$ cat config.mk
export PLATFORM = sky130hd
export DESIGN_NAME = command_frame_receive_queue_core_flat
export DESIGN_NICKNAME = d
export VERILOG_FILES = /design/src/sv/cfq_pkg.sv /design/src/sv/cfq_in_if.sv /design/src/sv/cfq_out_if.sv /design/src/sv/cfq_ram.sv /design/src/sv/command_frame_receive_queue_core.sv /design/src/flat_wrapper.sv
export SDC_FILE = /design/constraint.sdc
export NUM_CORES = 1
export LEC_CHECK = 0
export BUFFER_PORTS_ARGS = -buffer_cell sky130_fd_sc_hd__buf_2
export CORE_UTILIZATION = 55
export DETAILED_ROUTE_END_ITERATION = 8
export PLACE_DENSITY = 0.8
export SLEW_MARGIN = 15
export SYNTH_ARGS = -nofsm -noshare
export SYNTH_HDL_FRONTEND = slang
export SYNTH_SLANG_ARGS = --single-unit
$ cat constraint.sdc
create_clock -name clk -period 4.06 [get_ports clk]
set_clock_uncertainty 0.1 [all_clocks]
set_input_delay 0.406 -clock clk [delete_from_list [all_inputs] [get_ports clk]]
set_output_delay 0.406 -clock clk [all_outputs]
set_load 0.005 [all_outputs]
$ cat src/sv/cfq_pkg.sv
// Shared types and constants for the command frame receive queue.
// No dependencies; compile before every other file of the block.
`default_nettype none

package cfq_pkg;

  // Default sizing, handed to the top level parameters
  localparam int DEF_SLOTS       = 8;
  localparam int DEF_FRAME_BYTES = 16;
  localparam int DEF_COMMANDS    = 8;

  // Fixed field widths
  localparam int BYTE_W     = 8;
  localparam int OFF_W      = 4;
  localparam int REQ_W      = 2;
  localparam int CODE_W     = 2;
  localparam int LEN_W      = 5;
  localparam int NUM_LEN    = 8;
  localparam int CFG_IDX_W  = 3;
  localparam int CFG_DATA_W = 5;

  typedef enum logic [REQ_W-1:0] {
    REQ_RX      = 2'd0,
    REQ_READ    = 2'd1,
    REQ_RELEASE = 2'd2,
    REQ_NONE    = 2'd3
  } req_t;

  typedef enum logic [CODE_W-1:0] {
    ST_OK       = 2'd0,
    ST_DROPPED  = 2'd1,
    ST_BAD_CODE = 2'd2,
    ST_EMPTY    = 2'd3
  } status_t;

  typedef enum logic [CODE_W-1:0] {
    RING_EMPTY = 2'd0,
    RING_SOME  = 2'd1,
    RING_FULL  = 2'd2
  } ring_t;

endpackage

`default_nettype wire

$ cat src/sv/cfq_in_if.sv
// Request channel of the command frame receive queue.
// Depends on cfq_pkg for field widths.
`default_nettype none

interface cfq_in_if import cfq_pkg::*; ();
  logic              valid;
  logic              ready;
  logic [REQ_W-1:0]  req_type;
  logic [BYTE_W-1:0] rx_byte;
  logic [OFF_W-1:0]  read_offset;

  modport source (output valid, req_type, rx_byte, read_offset, input ready);
  modport sink   (input valid, req_type, rx_byte, read_offset, output ready);
endinterface

`default_nettype wire

$ cat src/sv/cfq_out_if.sv
// Result channel of the command frame receive queue.
// Depends on cfq_pkg for field widths.
`default_nettype none

interface cfq_out_if import cfq_pkg::*; ();
  logic              valid;
  logic              ready;
  logic              wake;
  logic [BYTE_W-1:0] read_byte;
  logic [CODE_W-1:0] ring_state;
  logic [CODE_W-1:0] status;

  modport source (output valid, wake, read_byte, ring_state, status, input ready);
  modport sink   (input valid, wake, read_byte, ring_state, status, output ready);
endinterface

`default_nettype wire

$ cat src/sv/cfq_ram.sv
// Generic single-write, single-read RAM with registered read data.
// No dependencies.
`default_nettype none

module cfq_ram #(
  parameter int WIDTH = 8,
  parameter int DEPTH = 128
) (
  input  wire logic                     clk,
  input  wire logic                     we,
  input  wire logic [$clog2(DEPTH)-1:0] waddr,
  input  wire logic [WIDTH-1:0]         wdata,
  input  wire logic                     re,
  input  wire logic [$clog2(DEPTH)-1:0] raddr,
  output logic      [WIDTH-1:0]         rdata
);

  logic [WIDTH-1:0] mem_r [DEPTH];

  always_ff @(posedge clk) begin
    if (we) begin
      mem_r[waddr] <= wdata;
    end
    if (re) begin
      rdata <= mem_r[raddr];
    end
  end

endmodule

`default_nettype wire

$ cat src/sv/command_frame_receive_queue_core.sv
// Command frame receive queue, top level.
// Depends on cfq_pkg, cfq_in_if, cfq_out_if and cfq_ram.
//
// Usage:
//   in_if  : one request per transfer. req_type 0 pushes a received byte,
//            1 reads read_offset of the oldest stored frame, 2 releases the
//            oldest frame, 3 does nothing.
//   out_if : exactly one result transfer per request, in request order:
//            wake (byte completed a frame), read_byte, ring_state after the
//            request (0 empty, 1 holds frames, 2 full) and status.
//   cfg_*  : write-only length table, one 5-bit register per command code,
//            written while no request is outstanding.
// The first byte of a frame is its code; the code's length register gives
// the whole frame length (0 taken as 1, clipped to FRAME_BYTES). Bytes that
// would start a frame while the ring is full are dropped; codes at or above
// COMMANDS are dropped and flagged.
// The result is registered and appears in the cycle after its request transfer.
// Throughput: one request per cycle unless stalled; all state updates for a
// request happen in the accepting cycle, and the frame store read uses the
// one registered RAM read port, whose data lands with the result register.
// Reset (rst_n low, synchronous): ring empty, no frame open, length table 1.
// The frame store is not cleared; a read past a frame's length returns old data.
// Receiver stall: the result register holds (and the RAM read data with it);
// a new request is taken in the same cycle the held result transfers.
`default_nettype none

module command_frame_receive_queue_core
  import cfq_pkg::*;
#(
  parameter int SLOTS       = DEF_SLOTS,
  parameter int FRAME_BYTES = DEF_FRAME_BYTES,
  parameter int COMMANDS    = DEF_COMMANDS
) (
  input  wire logic                  clk,
  input  wire logic                  rst_n,
  cfq_in_if.sink                     in_if,
  cfq_out_if.source                  out_if,
  input  wire logic                  cfg_we,
  input  wire logic [CFG_IDX_W-1:0]  cfg_index,
  input  wire logic [CFG_DATA_W-1:0] cfg_wdata
);

  localparam int SLOT_W = $clog2(SLOTS);
  localparam int DEPTH  = SLOTS * FRAME_BYTES;
  localparam int ADDR_W = $clog2(DEPTH);

  // Length table
  logic [LEN_W-1:0] len_code_r [NUM_LEN];

  // Ring and assembly state
  logic [SLOT_W-1:0] write_slot_r, write_slot_nxt;
  logic [SLOT_W-1:0] read_slot_r, read_slot_nxt;
  ring_t             fill_r, fill_nxt;
  logic [LEN_W-1:0]  pos_r, pos_nxt;
  logic              open_r, open_nxt;
  logic [LEN_W-1:0]  exp_len_r, exp_len_nxt;

  // Result register
  logic              out_valid_r;
  logic              wake_r, wake_nxt;
  ring_t             ring_r;
  status_t           status_r, status_nxt;
  logic              rd_flag_r, rd_flag_nxt;

  // Frame store ports
  logic              mem_we;
  logic [ADDR_W-1:0] mem_waddr;
  logic              mem_re;
  logic [ADDR_W-1:0] mem_raddr;
  logic [BYTE_W-1:0] mem_rdata;

  logic              in_fire;
  req_t              req;
  logic [LEN_W-1:0]  code_len;
  logic [LEN_W-1:0]  pos_cur;
  logic [LEN_W-1:0]  exp_cur;
  logic [LEN_W-1:0]  pos_inc;
  logic [SLOT_W-1:0] ws_next_slot;
  logic [SLOT_W-1:0] rs_next_slot;

  assign in_if.ready = !out_valid_r || out_if.ready;
  assign in_fire     = in_if.valid && in_if.ready;
  assign req         = req_t'(in_if.req_type);

  // Clip the code's length into 1..FRAME_BYTES
  always_comb begin
    code_len = len_code_r[in_if.rx_byte[CFG_IDX_W-1:0]];
    if (code_len == '0) begin
      code_len = LEN_W'(1);
    end else if (int'(code_len) > FRAME_BYTES) begin
      code_len = LEN_W'(FRAME_BYTES);
    end
  end

  assign pos_cur = open_r ? pos_r : '0;
  assign exp_cur = open_r ? exp_len_r : code_len;
  assign pos_inc = pos_cur + LEN_W'(1);

  assign ws_next_slot = (write_slot_r == SLOT_W'(SLOTS - 1)) ? '0 : write_slot_r + SLOT_W'(1);
  assign rs_next_slot = (read_slot_r == SLOT_W'(SLOTS - 1)) ? '0 : read_slot_r + SLOT_W'(1);

  assign mem_waddr = ADDR_W'(32'(write_slot_r) * 32'(FRAME_BYTES) + 32'(pos_cur));
  assign mem_raddr = ADDR_W'(32'(read_slot_r) * 32'(FRAME_BYTES) + 32'(in_if.read_offset));

  // Request decode: all state changes of one request in one pass
  always_comb begin
    write_slot_nxt = write_slot_r;
    read_slot_nxt  = read_slot_r;
    fill_nxt       = fill_r;
    pos_nxt        = pos_r;
    open_nxt       = open_r;
    exp_len_nxt    = exp_len_r;
    wake_nxt       = 1'b0;
    status_nxt     = ST_OK;
    rd_flag_nxt    = 1'b0;
    mem_we         = 1'b0;
    mem_re         = 1'b0;
    unique case (req)
      REQ_RX: begin
        if (fill_r == RING_FULL) begin
          status_nxt = ST_DROPPED;
        end else if (!open_r && (int'(in_if.rx_byte) >= COMMANDS)) begin
          status_nxt = ST_BAD_CODE;
        end else begin
          mem_we      = in_fire;
          exp_len_nxt = exp_cur;
          if (pos_inc >= exp_cur) begin
            // Frame complete: advance the write slot and raise wake
            wake_nxt       = 1'b1;
            open_nxt       = 1'b0;
            pos_nxt        = '0;
            write_slot_nxt = ws_next_slot;
            fill_nxt       = (ws_next_slot == read_slot_r) ? RING_FULL : RING_SOME;
          end else begin
            open_nxt = 1'b1;
            pos_nxt  = pos_inc;
          end
        end
      end
      REQ_READ: begin
        if (fill_r == RING_EMPTY) begin
          status_nxt = ST_EMPTY;
        end else if (int'(in_if.read_offset) < FRAME_BYTES) begin
          rd_flag_nxt = 1'b1;
          mem_re      = in_fire;
        end
      end
      REQ_RELEASE: begin
        if (fill_r == RING_EMPTY) begin
          status_nxt = ST_EMPTY;
        end else begin
          read_slot_nxt = rs_next_slot;
          fill_nxt      = (rs_next_slot == write_slot_r) ? RING_EMPTY : RING_SOME;
        end
      end
      REQ_NONE: begin
      end
      default: begin
      end
    endcase
  end

  cfq_ram #(
    .WIDTH (BYTE_W),
    .DEPTH (DEPTH)
  ) u_frame_store (
    .clk   (clk),
    .we    (mem_we),
    .waddr (mem_waddr),
    .wdata (in_if.rx_byte),
    .re    (mem_re),
    .raddr (mem_raddr),
    .rdata (mem_rdata)
  );

  // Length table writes
  always_ff @(posedge clk) begin
    if (!rst_n) begin
      for (int i = 0; i < NUM_LEN; i++) begin
        len_code_r[i] <= LEN_W'(1);
      end
    end else if (cfg_we) begin
      len_code_r[cfg_index] <= cfg_wdata;
    end
  end

  // Ring state: advance only on a request transfer
  always_ff @(posedge clk) begin
    if (!rst_n) begin
      write_slot_r <= '0;
      read_slot_r  <= '0;
      fill_r       <= RING_EMPTY;
      pos_r        <= '0;
      open_r       <= 1'b0;
      exp_len_r    <= LEN_W'(1);
    end else if (in_fire) begin
      write_slot_r <= write_slot_nxt;
      read_slot_r  <= read_slot_nxt;
      fill_r       <= fill_nxt;
      pos_r        <= pos_nxt;
      open_r       <= open_nxt;
      exp_len_r    <= exp_len_nxt;
    end
  end

  // Result register: load on request transfer, drop on result transfer
  always_ff @(posedge clk) begin
    if (!rst_n) begin
      out_valid_r <= 1'b0;
    end else if (in_fire) begin
      out_valid_r <= 1'b1;
    end else if (out_if.ready) begin
      out_valid_r <= 1'b0;
    end
  end

  always_ff @(posedge clk) begin
    if (in_fire) begin
      wake_r    <= wake_nxt;
      ring_r    <= fill_nxt;
      status_r  <= status_nxt;
      rd_flag_r <= rd_flag_nxt;
    end
  end

  assign out_if.valid      = out_valid_r;
  assign out_if.wake       = wake_r;
  assign out_if.read_byte  = rd_flag_r ? mem_rdata : '0;
  assign out_if.ring_state = ring_r;
  assign out_if.status     = status_r;

  // A completed frame never carries an error status
  a_wake_ok: assert property (@(posedge clk) disable iff (!rst_n)
    (out_valid_r && wake_r) |-> (status_r == ST_OK))
    else $error("wake raised with error status");

  // Full and empty both mean the two slot pointers meet
  a_ptr_meet: assert property (@(posedge clk) disable iff (!rst_n)
    (fill_r == RING_FULL || fill_r == RING_EMPTY) |-> (write_slot_r == read_slot_r))
    else $error("ring pointers disagree with fill state");

  // No frame can be open while the ring is full
  a_open_not_full: assert property (@(posedge clk) disable iff (!rst_n)
    open_r |-> (fill_r != RING_FULL))
    else $error("frame open on full ring");

  // An open frame has not yet reached its length
  a_pos_in_frame: assert property (@(posedge clk) disable iff (!rst_n)
    open_r |-> (pos_r < exp_len_r))
    else $error("byte position past frame length");

endmodule

`default_nettype wire
$ cat src/flat_wrapper.sv
// flat-port wrapper written by rule: the top's interface ports become plain ports
module command_frame_receive_queue_core_flat import cfq_pkg::*;
#(
  parameter int SLOTS       = DEF_SLOTS,
  parameter int FRAME_BYTES = DEF_FRAME_BYTES,
  parameter int COMMANDS    = DEF_COMMANDS
)
  (clk, rst_n, cfg_we, cfg_index, cfg_wdata, in_if_valid, in_if_req_type, in_if_rx_byte, in_if_read_offset, in_if_ready, out_if_valid, out_if_wake, out_if_read_byte, out_if_ring_state, out_if_status, out_if_ready);
  cfq_in_if in_if_i ();
  cfq_out_if out_if_i ();
  input  wire logic clk;
  input  wire logic rst_n;
  input  wire logic cfg_we;
  input  wire logic [CFG_IDX_W-1:0] cfg_index;
  input  wire logic [CFG_DATA_W-1:0] cfg_wdata;
  input wire logic [$bits(in_if_i.valid)-1:0] in_if_valid;
  input wire logic [$bits(in_if_i.req_type)-1:0] in_if_req_type;
  input wire logic [$bits(in_if_i.rx_byte)-1:0] in_if_rx_byte;
  input wire logic [$bits(in_if_i.read_offset)-1:0] in_if_read_offset;
  output wire logic [$bits(in_if_i.ready)-1:0] in_if_ready;
  output wire logic [$bits(out_if_i.valid)-1:0] out_if_valid;
  output wire logic [$bits(out_if_i.wake)-1:0] out_if_wake;
  output wire logic [$bits(out_if_i.read_byte)-1:0] out_if_read_byte;
  output wire logic [$bits(out_if_i.ring_state)-1:0] out_if_ring_state;
  output wire logic [$bits(out_if_i.status)-1:0] out_if_status;
  input wire logic [$bits(out_if_i.ready)-1:0] out_if_ready;
  assign in_if_i.valid = in_if_valid;
  assign in_if_i.req_type = in_if_req_type;
  assign in_if_i.rx_byte = in_if_rx_byte;
  assign in_if_i.read_offset = in_if_read_offset;
  assign in_if_ready = in_if_i.ready;
  assign out_if_valid = out_if_i.valid;
  assign out_if_wake = out_if_i.wake;
  assign out_if_read_byte = out_if_i.read_byte;
  assign out_if_ring_state = out_if_i.ring_state;
  assign out_if_status = out_if_i.status;
  assign out_if_i.ready = out_if_ready;
  command_frame_receive_queue_core #(.SLOTS(SLOTS), .FRAME_BYTES(FRAME_BYTES), .COMMANDS(COMMANDS)) u_core (.clk(clk), .rst_n(rst_n), .in_if(in_if_i), .out_if(out_if_i), .cfg_we(cfg_we), .cfg_index(cfg_index), .cfg_wdata(cfg_wdata));
endmodule
==> impl_metrics.json <==
{
  "num_vias": 24700,
  "drtAntennaViolNets": 0,
  "worstPathArrival_ns": 3.67,
  "viasPerCell": 6.26,
  "grt_pass1_wl_um": 155000,
  "die_area_um2": 81300,
  "ios": 42,
  "syn2layout_area_growth_pct": 12.8,
  "core_um2": 79100,
  "startpoint_type": "register",
  "cts_sinks": 1098,
  "status": "completed",
  "cap_viol_max_count": 0,
  "fin_crit_sh": 0.828,
  "wire_per_inst_um": 26.6,
  "nFillCells": 5289,
  "maxSlewViolCount": 0,
  "hold_viol_final": 0,
  "p_leak_nw": 17.4,
  "drc_errors": 0,
  "final_net_count": 2857,
  "syn_area_per_cell_um2": 16.9,
  "crit_path_end_kind": "register",
  "numPortBuffers": 41,
  "gp_congestion": 0.884,
  "drtIter0Drc": 3059,
  "grt_pass1_vias": 24600,
  "synthTopCellsByArea": "edfxtp_1 (73%), mux2i_1 (12%), a22oi_1 (3.8%)",
  "htree_levels": 3,
  "numCtsBuffers": 103,
  "async_reset_ff_frac": 0,
  "max_freq_mhz": 297,
  "rows": 103,
  "rsz0062_at_grt": "no",
  "synth_cell_types": 52,
  "clk_latency_ns": 0.68,
  "overflow": 0,
  "cts_hold_buffers": 4,
  "synthFlopType": "edfxtp_1",
  "synthTopCellsByCount": "edfxtp_1 (1078), mux2i_1 (537), a22oi_1 (225), nor2_1 (155), nand2_1 (94)",
  "tightest_slew_ns": 1.10,
  "holdCritPathClass": "in -> reg",
  "criticalPathCategory": "reg -> reg",
  "drive_above_1_share": 0.141,
  "layout_min_cycle_time_ns": 3.36,
  "cts_setup_buffers": 0,
  "wirelength_um": 105000,
  "powerDensity_nw_per_um2": 455,
  "synth_nets": 2655,
  "cts_buffer_depth": 3,
  "place_hpwl_um": 65300,
  "required_ns": 4.37,
  "slew_headroom": 0.267,
  "dieHeight_um": 285,
  "synth.most_common_cell": "edfxtp_1",
  "placedCellCount": 3755,
  "synth_area_leader_cell": "edfxtp_1",
  "grt_max_degree": 93,
  "ir_drop_mv": 0.337,
  "seq_area_frac_synth": 0.743,
  "cts-resized-gates": 0,
  "dr.pass1.iters": 6,
  "synth_cells": 2612,
  "synth_seq_cells": 1098,
  "synthesis.area_um2": 44100,
  "yosys_warnings": 0,
  "final_util": 0.628,
  "clk_root_buffer_cell": "clkbuf_16",
  "clkSlewWorstSetupHoldPaths_ns": 0.06,
  "synth_top_area_share": 0.734,
  "grt_usage": 0.257,
  "finalSetupTns_ns": 0,
  "grt_antenna_before_repair": 6,
  "synth_edf_count": 1078,
  "setup_viol": 0,
  "crit_path_max_fanout": 4,
  "initial_core_util": 0.557,
  "dieWidth_um": 285,
  "final_cells": 3951,
  "cts_tree": "built"
}
-- critical path, stage by stage, from the launching register on --
cell      delay (ns)
edfxtp_1        0.38
mux4_2          0.46
mux2_2          0.27
o21ai_0         0.23
o21ai_0         0.13
ha_1            0.21
nor3b_1         0.13
o21a_1          0.23
or2_0           0.28
o41ai_1         0.53
a31oi_1         0.15
-- kinds of logic (layout without fill, tap and decap cells) --
group,Yosys count,after routing,share of synthesized area
flip-flops,1098,1098,0.743
multiplexers,544,544,0.125
AND/OR/NAND/NOR,475,475,0.0546
AO/OA/AOI/OAI,308,308,0.0489
buffers and inverters,161,449,0.0212
adder cells (fa/ha/maj),16,16,0.00454
XOR/XNOR,10,10,0.00199
other,0,1,0
-- power breakdown --
group          total, W  switching, W  internal, W
registers        0.0125     0.0000123       0.0125
clock network   0.00924       0.00409      0.00515
logic          0.000884      0.000596     0.000288
-- sequential cells by signal (all words and copies together) (netlist names) --
register                    cells
u_core.out_if.ring_state        2
u_core.read_slot_r              3
u_core.out_if.wake              1
u_core.open_r                   1
u_core.fill_r                   2
u_core.out_if.status            2
u_core.rd_flag_r                1
u_core.out_if.valid             1
u_core.pos_r                    5
u_core.u_frame_store.rdata      8
u_core.u_frame_store.mem_r   1024
u_core.write_slot_r             3
u_core.exp_len_r                5
u_core.len_code_r              40
-- worst paths after layout --
kind	depth (start not counted)	slack [ns]	endpoint	startpoint
max	10	0.70	u_core.out_if.ring_state[0]$_DFFE_PP_	u_core.len_code_r[7][0]$_SDFFCE_PN1P_
min	2	0.03	u_core.len_code_r[7][1]$_SDFFCE_PN0P_	cfg_wdata[1]
max reg2reg	10	0.70	u_core.out_if.ring_state[0]$_DFFE_PP_	u_core.len_code_r[7][0]$_SDFFCE_PN1P_
min reg2reg	2	0.39	u_core.pos_r[4]$_SDFFE_PN0P_	u_core.pos_r[4]$_SDFFE_PN0P_
-- placed cells by master (no fill, tap or decap), drive strengths merged, types with 8 or more instances in the layout --
master,instances
a21oi,48
nand2b,10
and2,44
or4,9
clkbuf,124
buf,244
nand4,35
o21ai,15
edfxtp,1078
nor3,38
nand3,47
nor2,155
mux2i,537
ha,16
a22oi,225
xnor2,8
inv,14
nand2,94
dfxtp,20
clkinv,49
-- stage by stage --
step                hold slack (ns)  worst slack [ns]  area, µm²  total power (W)
floorplan                     0.353             0.455      44100           0.0132
global placement              0.367             0.313      46400           0.0136
detailed placement            0.388             0.304      46400           0.0136
CTS                         0.00519             0.746      49700           0.0227
global route                 0.0277             0.610      49700           0.0232
finish                       0.0345             0.698      49700           0.0226
-- area by class of cell --
type	instances	area [µm²]	area share
antenna	1	2.50	0.0000503
clock inverter	67	549	0.0111
inverter	10	37.5	0.000755
timing repair buffer	248	1970	0.0397
sequential	1098	32800	0.659
tap	1050	1310	0.0264
multi-input combinational	1353	10400	0.209
clock buffer	124	2680	0.0539
-- metal layers --
layer	share of wire	global-route usage	up-vias	wire [µm]
met1	0.38	0.337	12300	39700
met5	0.00064	0	-	67
met2	0.48	0.419	1434	50900
li1	-	-	10700	-
met3	0.10	0.0580	222	10800
met4	0.035	0.101	10	3710
(Power assumes the default switching activity.)
